File: src/sha1_pkg.sv
package sha1_pkg;

	localparam int unsigned WORD_W  = 32;
	localparam int unsigned NUM_H   = 5;
	localparam int unsigned NUM_W   = 16;
	localparam int unsigned ROUNDS  = 80;
	localparam int unsigned BLK_LEN = 64;
	localparam int unsigned LEN_POS = 56;

	localparam logic KIND_APPEND = 1'b0;
	localparam logic KIND_FINISH = 1'b1;

	localparam logic [7:0] PAD_MARK = 8'h80;

	typedef logic [WORD_W-1:0] word_t;

	localparam word_t INIT_VEC [NUM_H] = '{
		32'h67452301, 32'hefcdab89, 32'h98badcfe, 32'h10325476, 32'hc3d2e1f0
	};

	localparam word_t ROUND_K [4] = '{
		32'h5a827999, 32'h6ed9eba1, 32'h8f1bbcdc, 32'hca62c1d6
	};

	typedef struct packed {
		logic       kind;
		logic [7:0] data_byte;
	} msg_item_t;

	typedef struct packed {
		word_t      digest_word;
		logic [2:0] word_index;
		logic       last_word;
	} dig_item_t;

	typedef enum logic [2:0] {
		ST_IDLE,
		ST_PAD,
		ST_ROUND,
		ST_FOLD,
		ST_EMIT
	} state_t;

	function automatic word_t rotl(input word_t v, input int unsigned s);
		rotl = (v << s) | (v >> (WORD_W - s));
	endfunction

endpackage

File: src/sha1_hash_engine.sv
// SHA-1 hash engine.
// Input channel msg (msg_valid/msg_ready): one item per transfer. kind append
// shifts data_byte into the 64-byte block register; kind finish pads the
// message (0x80, zeros, 64-bit big-endian bit length) and emits the digest.
// Output channel dig (dig_valid/dig_ready): five transfers per finish, word 0
// (most significant) first, last_word set on word 4.
// Steps:
//   append      shifts one byte into the block; the 64th byte of a block also
//               starts a compression of 80 rounds followed by a fold step.
//   finish      shifts pad bytes up to the block end, compresses the block
//               (two blocks when 56 or more bytes are pending), then offers
//               5 digest words at one per cycle while dig_ready is high.
// One SHA-1 round per clock; the message schedule is a 16-word shift register.
// msg_ready is high only while idle; the block takes no byte while padding,
// compressing or emitting.
// Reset (arst_n low, async) restores the initial vector and clears the bit
// length and byte count. If the receiver stalls dig_ready, the current word
// holds on dig and the engine waits; no word is lost. After the last digest
// transfer the chaining words are back at the initial vector.
module sha1_hash_engine (
	input  logic                 clk,
	input  logic                 arst_n,
	input  logic                 msg_valid,
	output logic                 msg_ready,
	input  sha1_pkg::msg_item_t  msg,
	output logic                 dig_valid,
	input  logic                 dig_ready,
	output sha1_pkg::dig_item_t  dig
);

	// sequencer
	sha1_pkg::state_t state_q, state_d;

	// chaining words, bit length, byte count, finish bookkeeping
	sha1_pkg::word_t h_q [sha1_pkg::NUM_H];
	logic [63:0]     bit_len_q;
	logic [5:0]      cnt_q;          // pending bytes 0..63
	logic            fin_q;          // finish in progress
	logic            extra_q;        // length goes in the next block
	logic            mark_q;         // 0x80 already written
	logic [6:0]      rnd_q;          // round 0..79
	logic [2:0]      idx_q;          // digest word being offered

	// block / schedule shift register and working variables
	sha1_pkg::word_t blk_q [sha1_pkg::NUM_W];
	sha1_pkg::word_t v_q [sha1_pkg::NUM_H];

	logic msg_xfer, dig_xfer;
	logic shift_en;                  // shift one byte into the block
	logic blk_start;                 // load working vars from chain
	logic [7:0] shift_byte;
	logic [7:0] len_byte;
	logic       blk_full;

	assign msg_xfer = msg_valid && msg_ready;
	assign dig_xfer = dig_valid && dig_ready;
	assign blk_full = (cnt_q == 6'(sha1_pkg::BLK_LEN - 1));

	// length byte k sits at block position 56 + k, most significant first
	assign len_byte = 8'(bit_len_q >> {~cnt_q[2:0], 3'b000});

	always_comb begin
		if (state_q == sha1_pkg::ST_IDLE) begin
			shift_byte = msg.data_byte;
		end else if (!mark_q) begin
			shift_byte = sha1_pkg::PAD_MARK;
		end else if (cnt_q >= 6'(sha1_pkg::LEN_POS) && !extra_q) begin
			shift_byte = len_byte;
		end else begin
			shift_byte = 8'h00;
		end
	end

	// next state
	always_comb begin
		state_d = state_q;
		case (state_q)
			sha1_pkg::ST_IDLE: begin
				if (msg_xfer) begin
					if (msg.kind == sha1_pkg::KIND_FINISH) begin
						state_d = sha1_pkg::ST_PAD;
					end else if (blk_full) begin
						state_d = sha1_pkg::ST_ROUND;
					end
				end
			end
			sha1_pkg::ST_PAD: begin
				if (blk_full) begin
					state_d = sha1_pkg::ST_ROUND;
				end
			end
			sha1_pkg::ST_ROUND: begin
				if (rnd_q == 7'(sha1_pkg::ROUNDS - 1)) begin
					state_d = sha1_pkg::ST_FOLD;
				end
			end
			sha1_pkg::ST_FOLD: begin
				if (!fin_q) begin
					state_d = sha1_pkg::ST_IDLE;
				end else if (extra_q) begin
					state_d = sha1_pkg::ST_PAD;
				end else begin
					state_d = sha1_pkg::ST_EMIT;
				end
			end
			sha1_pkg::ST_EMIT: begin
				if (dig_ready && idx_q == 3'(sha1_pkg::NUM_H - 1)) begin
					state_d = sha1_pkg::ST_IDLE;
				end
			end
			default: state_d = sha1_pkg::ST_IDLE;
		endcase
	end

	// outputs of the sequencer
	always_comb begin
		msg_ready = 1'b0;
		dig_valid = 1'b0;
		shift_en  = 1'b0;
		case (state_q)
			sha1_pkg::ST_IDLE: begin
				msg_ready = 1'b1;
				shift_en  = msg_valid && (msg.kind == sha1_pkg::KIND_APPEND);
			end
			sha1_pkg::ST_PAD:  shift_en  = 1'b1;
			sha1_pkg::ST_EMIT: dig_valid = 1'b1;
			default: begin
				msg_ready = 1'b0;
			end
		endcase
		blk_start = (state_d == sha1_pkg::ST_ROUND) && (state_q != sha1_pkg::ST_ROUND);
	end

	assign dig.digest_word = h_q[0];
	assign dig.word_index  = idx_q;
	assign dig.last_word   = (idx_q == 3'(sha1_pkg::NUM_H - 1));

	// round datapath
	sha1_pkg::word_t w_cur, f_val, k_val, t_val;

	always_comb begin
		if (rnd_q < 7'd16) begin
			w_cur = blk_q[0];
		end else begin
			w_cur = sha1_pkg::rotl(blk_q[13] ^ blk_q[8] ^ blk_q[2] ^ blk_q[0], 1);
		end
		if (rnd_q < 7'd20) begin
			f_val = (v_q[1] & v_q[2]) | (~v_q[1] & v_q[3]);
			k_val = sha1_pkg::ROUND_K[0];
		end else if (rnd_q < 7'd40) begin
			f_val = v_q[1] ^ v_q[2] ^ v_q[3];
			k_val = sha1_pkg::ROUND_K[1];
		end else if (rnd_q < 7'd60) begin
			f_val = (v_q[1] & v_q[2]) | (v_q[1] & v_q[3]) | (v_q[2] & v_q[3]);
			k_val = sha1_pkg::ROUND_K[2];
		end else begin
			f_val = v_q[1] ^ v_q[2] ^ v_q[3];
			k_val = sha1_pkg::ROUND_K[3];
		end
		t_val = sha1_pkg::rotl(v_q[0], 5) + f_val + v_q[4] + w_cur + k_val;
	end

	// control registers
	always_ff @(posedge clk or negedge arst_n) begin
		if (!arst_n) begin
			state_q   <= sha1_pkg::ST_IDLE;
			bit_len_q <= '0;
			cnt_q     <= '0;
			fin_q     <= 1'b0;
			extra_q   <= 1'b0;
			mark_q    <= 1'b0;
			rnd_q     <= '0;
			idx_q     <= '0;
			for (int i = 0; i < sha1_pkg::NUM_H; i++) begin
				h_q[i] <= sha1_pkg::INIT_VEC[i];
			end
		end else begin
			state_q <= state_d;
			if (shift_en) begin
				cnt_q <= cnt_q + 6'd1;
			end
			if (state_q == sha1_pkg::ST_IDLE && shift_en) begin
				bit_len_q <= bit_len_q + 64'd8;
			end
			if (msg_xfer && msg.kind == sha1_pkg::KIND_FINISH) begin
				fin_q   <= 1'b1;
				extra_q <= (cnt_q >= 6'(sha1_pkg::LEN_POS));
			end
			if (state_q == sha1_pkg::ST_PAD) begin
				mark_q <= 1'b1;
			end
			if (state_q == sha1_pkg::ST_ROUND) begin
				if (rnd_q == 7'(sha1_pkg::ROUNDS - 1)) begin
					rnd_q <= '0;
				end else begin
					rnd_q <= rnd_q + 7'd1;
				end
			end
			if (state_q == sha1_pkg::ST_FOLD) begin
				extra_q <= 1'b0;
				for (int i = 0; i < sha1_pkg::NUM_H; i++) begin
					h_q[i] <= h_q[i] + v_q[i];
				end
			end
			if (dig_xfer) begin
				if (dig.last_word) begin
					idx_q     <= '0;
					fin_q     <= 1'b0;
					mark_q    <= 1'b0;
					bit_len_q <= '0;
					for (int i = 0; i < sha1_pkg::NUM_H; i++) begin
						h_q[i] <= sha1_pkg::INIT_VEC[i];
					end
				end else begin
					idx_q <= idx_q + 3'd1;
					for (int i = 0; i < sha1_pkg::NUM_H - 1; i++) begin
						h_q[i] <= h_q[i+1];
					end
				end
			end
		end
	end

	// payload registers: block shift line and working variables
	always_ff @(posedge clk) begin
		if (shift_en) begin
			for (int i = 0; i < sha1_pkg::NUM_W - 1; i++) begin
				blk_q[i] <= {blk_q[i][23:0], blk_q[i+1][31:24]};
			end
			blk_q[sha1_pkg::NUM_W-1] <= {blk_q[sha1_pkg::NUM_W-1][23:0], shift_byte};
		end else if (state_q == sha1_pkg::ST_ROUND) begin
			for (int i = 0; i < sha1_pkg::NUM_W - 1; i++) begin
				blk_q[i] <= blk_q[i+1];
			end
			blk_q[sha1_pkg::NUM_W-1] <= w_cur;
		end
		if (blk_start) begin
			for (int i = 0; i < sha1_pkg::NUM_H; i++) begin
				v_q[i] <= h_q[i];
			end
		end else if (state_q == sha1_pkg::ST_ROUND) begin
			v_q[0] <= t_val;
			v_q[1] <= v_q[0];
			v_q[2] <= sha1_pkg::rotl(v_q[1], 30);
			v_q[3] <= v_q[2];
			v_q[4] <= v_q[3];
		end
	end

	// checks
	a_no_overlap: assert property (@(posedge clk) disable iff (!arst_n)
		!(msg_ready && dig_valid))
		else $error("input taken while digest pending");

	a_idle_after_last: assert property (@(posedge clk) disable iff (!arst_n)
		(dig_valid && dig_ready && dig.last_word) |=> msg_ready)
		else $error("engine not idle after last digest word");

	a_emit_block_empty: assert property (@(posedge clk) disable iff (!arst_n)
		dig_valid |-> (cnt_q == 6'd0 && !extra_q))
		else $error("digest emitted with bytes pending");

	a_round_range: assert property (@(posedge clk) disable iff (!arst_n)
		rnd_q < 7'(sha1_pkg::ROUNDS))
		else $error("round counter out of range");

	a_fold_after_last_round: assert property (@(posedge clk) disable iff (!arst_n)
		(state_q == sha1_pkg::ST_ROUND && rnd_q == 7'(sha1_pkg::ROUNDS - 1))
		|=> (state_q == sha1_pkg::ST_FOLD && rnd_q == 7'd0))
		else $error("fold step missed after final round");

endmodule
File: config.mk
export PLATFORM = sky130hd
export DESIGN_NAME = sha1_hash_engine
export DESIGN_NICKNAME = d
export VERILOG_FILES = /design/src/sha1_pkg.sv /design/src/sha1_hash_engine.sv
export SDC_FILE = /design/constraint.sdc
export NUM_CORES = 2
export LEC_CHECK = 0
export ABC_CLOCK_PERIOD_IN_PS = 15250
export BUFFER_PORTS_ARGS = -buffer_cell sky130_fd_sc_hd__clkbuf_2
export CAP_MARGIN = 20
export CELL_PAD_IN_SITES_DETAIL_PLACEMENT = 0
export CELL_PAD_IN_SITES_GLOBAL_PLACEMENT = 2
export CORE_MARGIN = 5
export CORE_UTILIZATION = 35
export CTS_CLUSTER_SIZE = 25
export DETAILED_ROUTE_END_ITERATION = 6
export PLACE_DENSITY = 0.71
export SLEW_MARGIN = 30
export SYNTH_ARGS = -nofsm -noshare
export SYNTH_HDL_FRONTEND = slang
export SYNTH_SLANG_ARGS = --single-unit
File: constraint.sdc
create_clock -name clk -period 15.25 [get_ports clk]
set_input_delay 0.7625 -clock clk [delete_from_list [all_inputs] [get_ports clk]]
set_output_delay 0.7625 -clock clk [all_outputs]
set_load 0.01 [all_outputs]
## Word level (Yosys, flattened, before mapping)

Memories as Yosys holds them, arrays and structs flattened.
Cells that the tools add are included.

- Flip-flop bits (word level): 246
- Latch bits: 0
- Bits in writable memories: 672
- Memory bits (read-only): 0
- Input port bits: 13
- Output and inout port bits: 38
- Word-level logic and storage cells: 162
- Memories kept: 2

- $add $sub $neg: 13
- Multipliers: 0
- Div/mod/pow operators: 0
- Order comparisons: 5
- Eq/ne operators: 9
- Shifts and indexed selects: 1
- Mux-type cells: 68
- Bitwise gates (word level): 39
- Reductions and logical operators: 12

Memory list:

| name | depth | bits a word | rd ports | clocked after memory_dff | wr ports | line | RTL |
|---|---|---|---|---|---|---|---|
| blk_q | 16 | 32 | 16 | 0 | 16 | sha1_hash_engine.sv:45 | `sha1_pkg::word_t blk_q [sha1_pkg::NUM_W];` |
| v_q | 5 | 32 | 5 | 0 | 5 | sha1_hash_engine.sv:46 | `sha1_pkg::word_t v_q [sha1_pkg::NUM_H];` |

Operators with widths:

| operator | count |
|---|---|
| $mux W32 | 28 |
| $mux W160 | 2 |
| $add A32 B32 Y32 | 9 |
| $mux W64 | 3 |
| $xor A32 B32 Y32 | 5 |
| $and A32 B32 Y32 | 4 |
| $mux W128 | 1 |
| $or A32 B32 Y32 | 3 |
| $add A64 B4 Y64 const B | 1 |
| $shr A64 B6 Y8 | 1 |
| $not A32 Y32 | 1 |
| $or A32 B1 Y32 | 1 |
| $or A32 B30 Y32 | 1 |
| $or A32 B5 Y32 | 1 |
| $mux W31 | 1 |
| $mux W3 | 8 |
| $mux W8 | 3 |
| $or A1 B1 Y1 | 21 |
| $mux W1 | 19 |
| $pmux W3 S5 | 1 |
| $lt A7 B5 Y1 const B | 2 |
| $lt A7 B6 Y1 const B | 2 |
| $eq A3 B2 Y1 const B | 3 |
| $logic_and A1 B1 Y1 | 8 |
| other kinds (16) | 18 |

## Logic depth before layout (Yosys ltp)

An unclocked memory read counts as a cell.

- Depth after elaboration: 12
- Gate-level depth with buffers: 28
- Depth with buffers taken out: 25

## Least setup slack after synthesis

No wires, ideal clock.

- Kind: input to register
- Start point: input msg_valid
- End point: memory blk_q[0][0] in the netlist's numbering, enable pin
- Setup time: 3633 ps
- Arrival: 10211 ps
- Required time: 11617 ps
- Slack: 1406 ps
- Stages on the path: 7
- Path buffers: 3
- Cells stage by stage: nor2b_1 -> and2_1 -> clkbuf_1 -> nor2_1 -> clkbuf_1 -> clkbuf_1 -> nand2_1

RTL lines:

| element | line | RTL |
|---|---|---|
| start, declared | sha1_hash_engine.sv:23 | `input logic msg_valid,` |
| end, declared | sha1_hash_engine.sv:45 |  |

==> summary.md <==
| Metric | Value |
|---|---|
| Status | `finished, final reports clean` |
| # resized after CTS | `0` |
| Leading area contributor after synthesis | `edfxtp_1` |
| Slew @ Worst Pin | `1021 ps` |
| CP endpoint kind | `register` |
| Startpoint Class | `register` |
| RSZ-0062 raised after global routing | `false` |
| Largest net degree at the start of global routing | `184` |
| Core area | `153,900 µm²` |
| Clock skew | `77.09 ps` |
| DRC | `0` |
| Initial antenna violation count | `2` |
| M1 wire length | `85,780 µm` |
| Mapped Avg Cell Area | `between 9 and 10 µm²` |
| Fraction of registers with async set/reset | `0.2656` |
| Via density | `5.160` |
| Setup slack, reg-to-reg | `8080 ps` |
| Clk buf depth | `3` |
| P_sw | `7.337 mW` |
| Net Count, Synth | `6,127` |
| Routed Antenna Nets | `0` |
| Total track usage | `0.2060` |
| Sw frac | `0.4443` |
| Crit-path max FO | `22` |
| Number of global-route vias before repair | `39,810` |
| Routed vias | `40,490` |
| Post-synth EDFFs | `672` |
| TNS Setup | `0 ps` |
| CP Data Arrival Time | `7640 ps` |
| Worst path bufs/invs | `4` |
| Distinct cells, synth | `around 110` |
| Layout cells sized above 1 | `0.07519` |
| Detail Route met3 WL | `between 7000 and 8000 µm` |
| Leakage | `~26 nW` |
| Total CTS buffers | `111` |
| Hpwl dp | `~120,000 µm` |
| Clock sink total | `915` |
| CTS tree | `yes` |
| RePlAce Congestion | `0.8485` |
| Mapped Cells | `5,763` |
| Die Area | `162,500 µm²` |
| Cells along the critical path | `and3_1 -> a21oi_1 -> inv_1 -> or2_2 -> nand2_1 -> buf_4 -> nor2_1 -> nor2_1 -> fa_1 -> fa_1 -> inv_1 -> fa_1 -> inv_1 -> ha_1 -> a21o_1 -> a21o_1 -> a21oi_1 -> o21ai_1 -> a31oi_1 -> o21ai_1 -> a311o_1 -> o22ai_1 -> mux2i_1 -> o211ai_1` |
| Worst skew pair latency | `780 ps` |
| Max Used Layer | `met4` |
| Die H | `403.1 µm` |
| Slowest stage delay, CP | `540 ps` |
| Initial core utilization | `0.3514` |
| IO Port Bufs | `50` |
| Worst slew margin | `0.3181` |
| Sequential element share of the synthesized area | `0.4875` |
| Final #Nets | `6,066` |
| Post-layout min period | `a little over 7000 ps` |
| FP Rows | `roughly 140` |
| Max-slew violations | `0` |
| Pint | `9.177 mW` |
| H-tree Lvls | `3` |
| Worst Path Class, Setup | `register to register` |
| Maximum vdd drop | `around 0.17 mV` |
| HP Class | `primary input to register` |
| Worst Path Required | `15,720 ps` |
| Ys Warns | `0` |
| Clock power frac | `0.162` |
| DRT Pass-1 Iters | `6` |
| Pwr dens | `around 280 nW/µm²` |
| Synth area leaders | `edfxtp_1 (37%), nand2_1 (15%), dfrtp_1 (7.5%)` |
| Max-cap violation count | `0` |
| WL per Instance | `between 20 and 25 µm` |
| Seq cells post-synth | `between 900 and 1,000` |
| Hold Violations, Final | `0` |
| Die Wd | `between 400 and 500 µm` |
| Clk root buf | `clkbuf_16` |
| Kind of cell adding the most delay to the critical path | `compound AO/OA/AOI/OAI gates` |
| Tcrit/Tclk final | `0.4702` |
| Clock transition at path regs | `approximately 60 ps` |
| Gate power share | `0.502` |
| Final Util | `0.3903` |
| First-pass GRT wire length | `258,600 µm` |
| Seq pwr share | `0.336` |
| DRT iter0 DRCs | `~3,200` |
| Slowest CP cell | `a21oi_1` |
| Area grow syn2layout | `11.05%` |
| Ys flop type | `edfxtp_1` |
| Gr ovfl total | `0` |
| Ports | `51` |
| Met2 routed WL | `about 74,000 µm` |
| Routed wire length | `169,900 µm` |
| Overall Power | `16.51 mW` |
| Count of final setup violators | `0` |
| Synthesized cell area | `54,070 µm²` |
| Synth top area share | `0.3732` |
| FMAX | `approximately 0.14 GHz` |
==> layout by cell type (no fill, tap or decap), types with 19 or more instances in the layout <==
cell type,netlist,routed
o21ai_1,50,50
o21bai_1,28,28
nor2b_1,53,53
a21o_1,87,87
mux2i_1,27,27
clkbuf_16,0,111
nand2_1,2141,2139
and3_1,34,34
o211ai_1,66,66
dfrtp_1,163,163
ha_1,226,226
clkbuf_2,1,49
fa_1,125,125
clkbuf_1,239,36
nand3_1,64,64
dfstp_2,80,80
nor3_1,39,36
or3_1,21,21
o21ai_0,262,262
nand4_1,23,23
a22oi_1,45,45
xnor2_1,192,192
nor2_1,227,222
a21oi_1,199,197
clkinv_2,0,19
nand2b_1,32,32
edfxtp_1,672,672
inv_1,195,195
buf_4,32,46
a31oi_1,30,30
a211oi_1,29,28
xor2_1,114,114
==> per-layer routing <==
metal  global-route usage  vias to the layer above
li1                     -                    19510
met1               0.3198                    20020
met3              0.02669                      165
met2               0.3086                      800
met4              0.03880                        0
met5                    0                        -
==> registers in the layout, summed over array words and instances, names as in the netlist <==
name       count
bit_len_q     61
blk_q        512
cnt_q          6
dig           32
extra_q        1
fin_q          1
h_q          128
idx_q          3
mark_q         1
rnd_q          7
state_q        3
v_q          160
==> final timing paths <==
check,startpoint,cells after the start,to
setup / recovery,rnd_q[4]$_DFFE_PN0P_,24,v_q[0][30]$_DFFE_PP_
hold / removal,msg[8],3,state_q[0]$_DFF_PN0_
setup reg to reg,rnd_q[4]$_DFFE_PN0P_,24,v_q[0][30]$_DFFE_PP_
hold reg to reg,cnt_q[5]$_DFFE_PN0P_,1,cnt_q[5]$_DFFE_PN0P_
max in group asynchronous,arst_n,4,dig[8]$_DFFE_PN0P_
min in group asynchronous,arst_n,2,dig[25]$_DFFE_PN0P_
==> worst min-delay path: cells and delay by family <==
kind	cells	cell delay (ps)
AO/OA/AOI/OAI	2	150
buffers and inverters	1	140
==> final cells by class <==
type	count	area (µm²)
sequential	915	26360
antenna	5	12.51
tap	2044	2557
clock buffer	158	3064
multi-input combinational	4359	25830
timing repair buffer	116	915.9
clock inverter	52	558.0
fill	15510	93820
inverter	199	747.0
==> kinds of logic after synthesis <==
kind of cell / count (synthesis) / share of synthesized area
buffers and inverters: 489 / 0.03674
muxes: 48 / 0.01208
and+or+nand+nor: 2703 / 0.2030
adders and majority gates: 351 / 0.09857
DFF: 915 / 0.4875
xor gates and xnor gates: 306 / 0.04956
AOI/OAI and AO/OA: 951 / 0.1125
==> power by group through the flow <==
stage	clock network [mW]	registers [mW]	logic, mW
detailed placement	0	5.59	8.30
global route	2.85	5.70	9.40
finish	2.67	5.55	8.29
floorplan	0	5.50	6.03
CTS	2.75	5.56	8.36
global placement	0	5.61	8.27
==> Yosys cell counts, drive strengths merged, types with 9 or more instances <==
master / instances
nand2: 2143
edfxtp: 672
o21ai: 314
clkbuf: 240
nor2: 231
ha: 226
a21oi: 200
inv: 198
xnor2: 192
dfrtp: 163
fa: 125
xor2: 114
a21o: 87
dfstp: 80
o211ai: 66
nand3: 64
nor2b: 53
buf: 49
a22oi: 45
nor3: 42
and3: 35
nand2b: 32
a211oi: 31
a31oi: 30
o21bai: 29
mux2i: 27
nand4: 25
or3: 21
o32ai: 19
o21a: 17
a221oi: 13
mux4: 13
o31ai: 12
or2: 12
a221o: 11
o32a: 11
and4: 10
nor3b: 10
and2: 9
==> per-stage QoR <==
stage / worst slack, ps / hold WS [ps] / instances / area, µm²
after floorplan: 1406 / 442.4 / 5763 / 54070
after global placement: 8169 / 457.9 / 7627 / 56240
after detailed placement: 8003 / 461.9 / 7630 / 56350
after CTS: 8004 / 258.5 / 7841 / 59980
after global routing: 7441 / 321.9 / 7843 / 60040
final: 8080 / 343.3 / 7848 / 60050
==> what timing repair did <==
action	4_1_cts	5_1_grt
hold buffers	1	0
setup buffers	0	0
endpoints found under the hold margin	17	0
No activity file was read; power rests on OpenSTA's default activity.
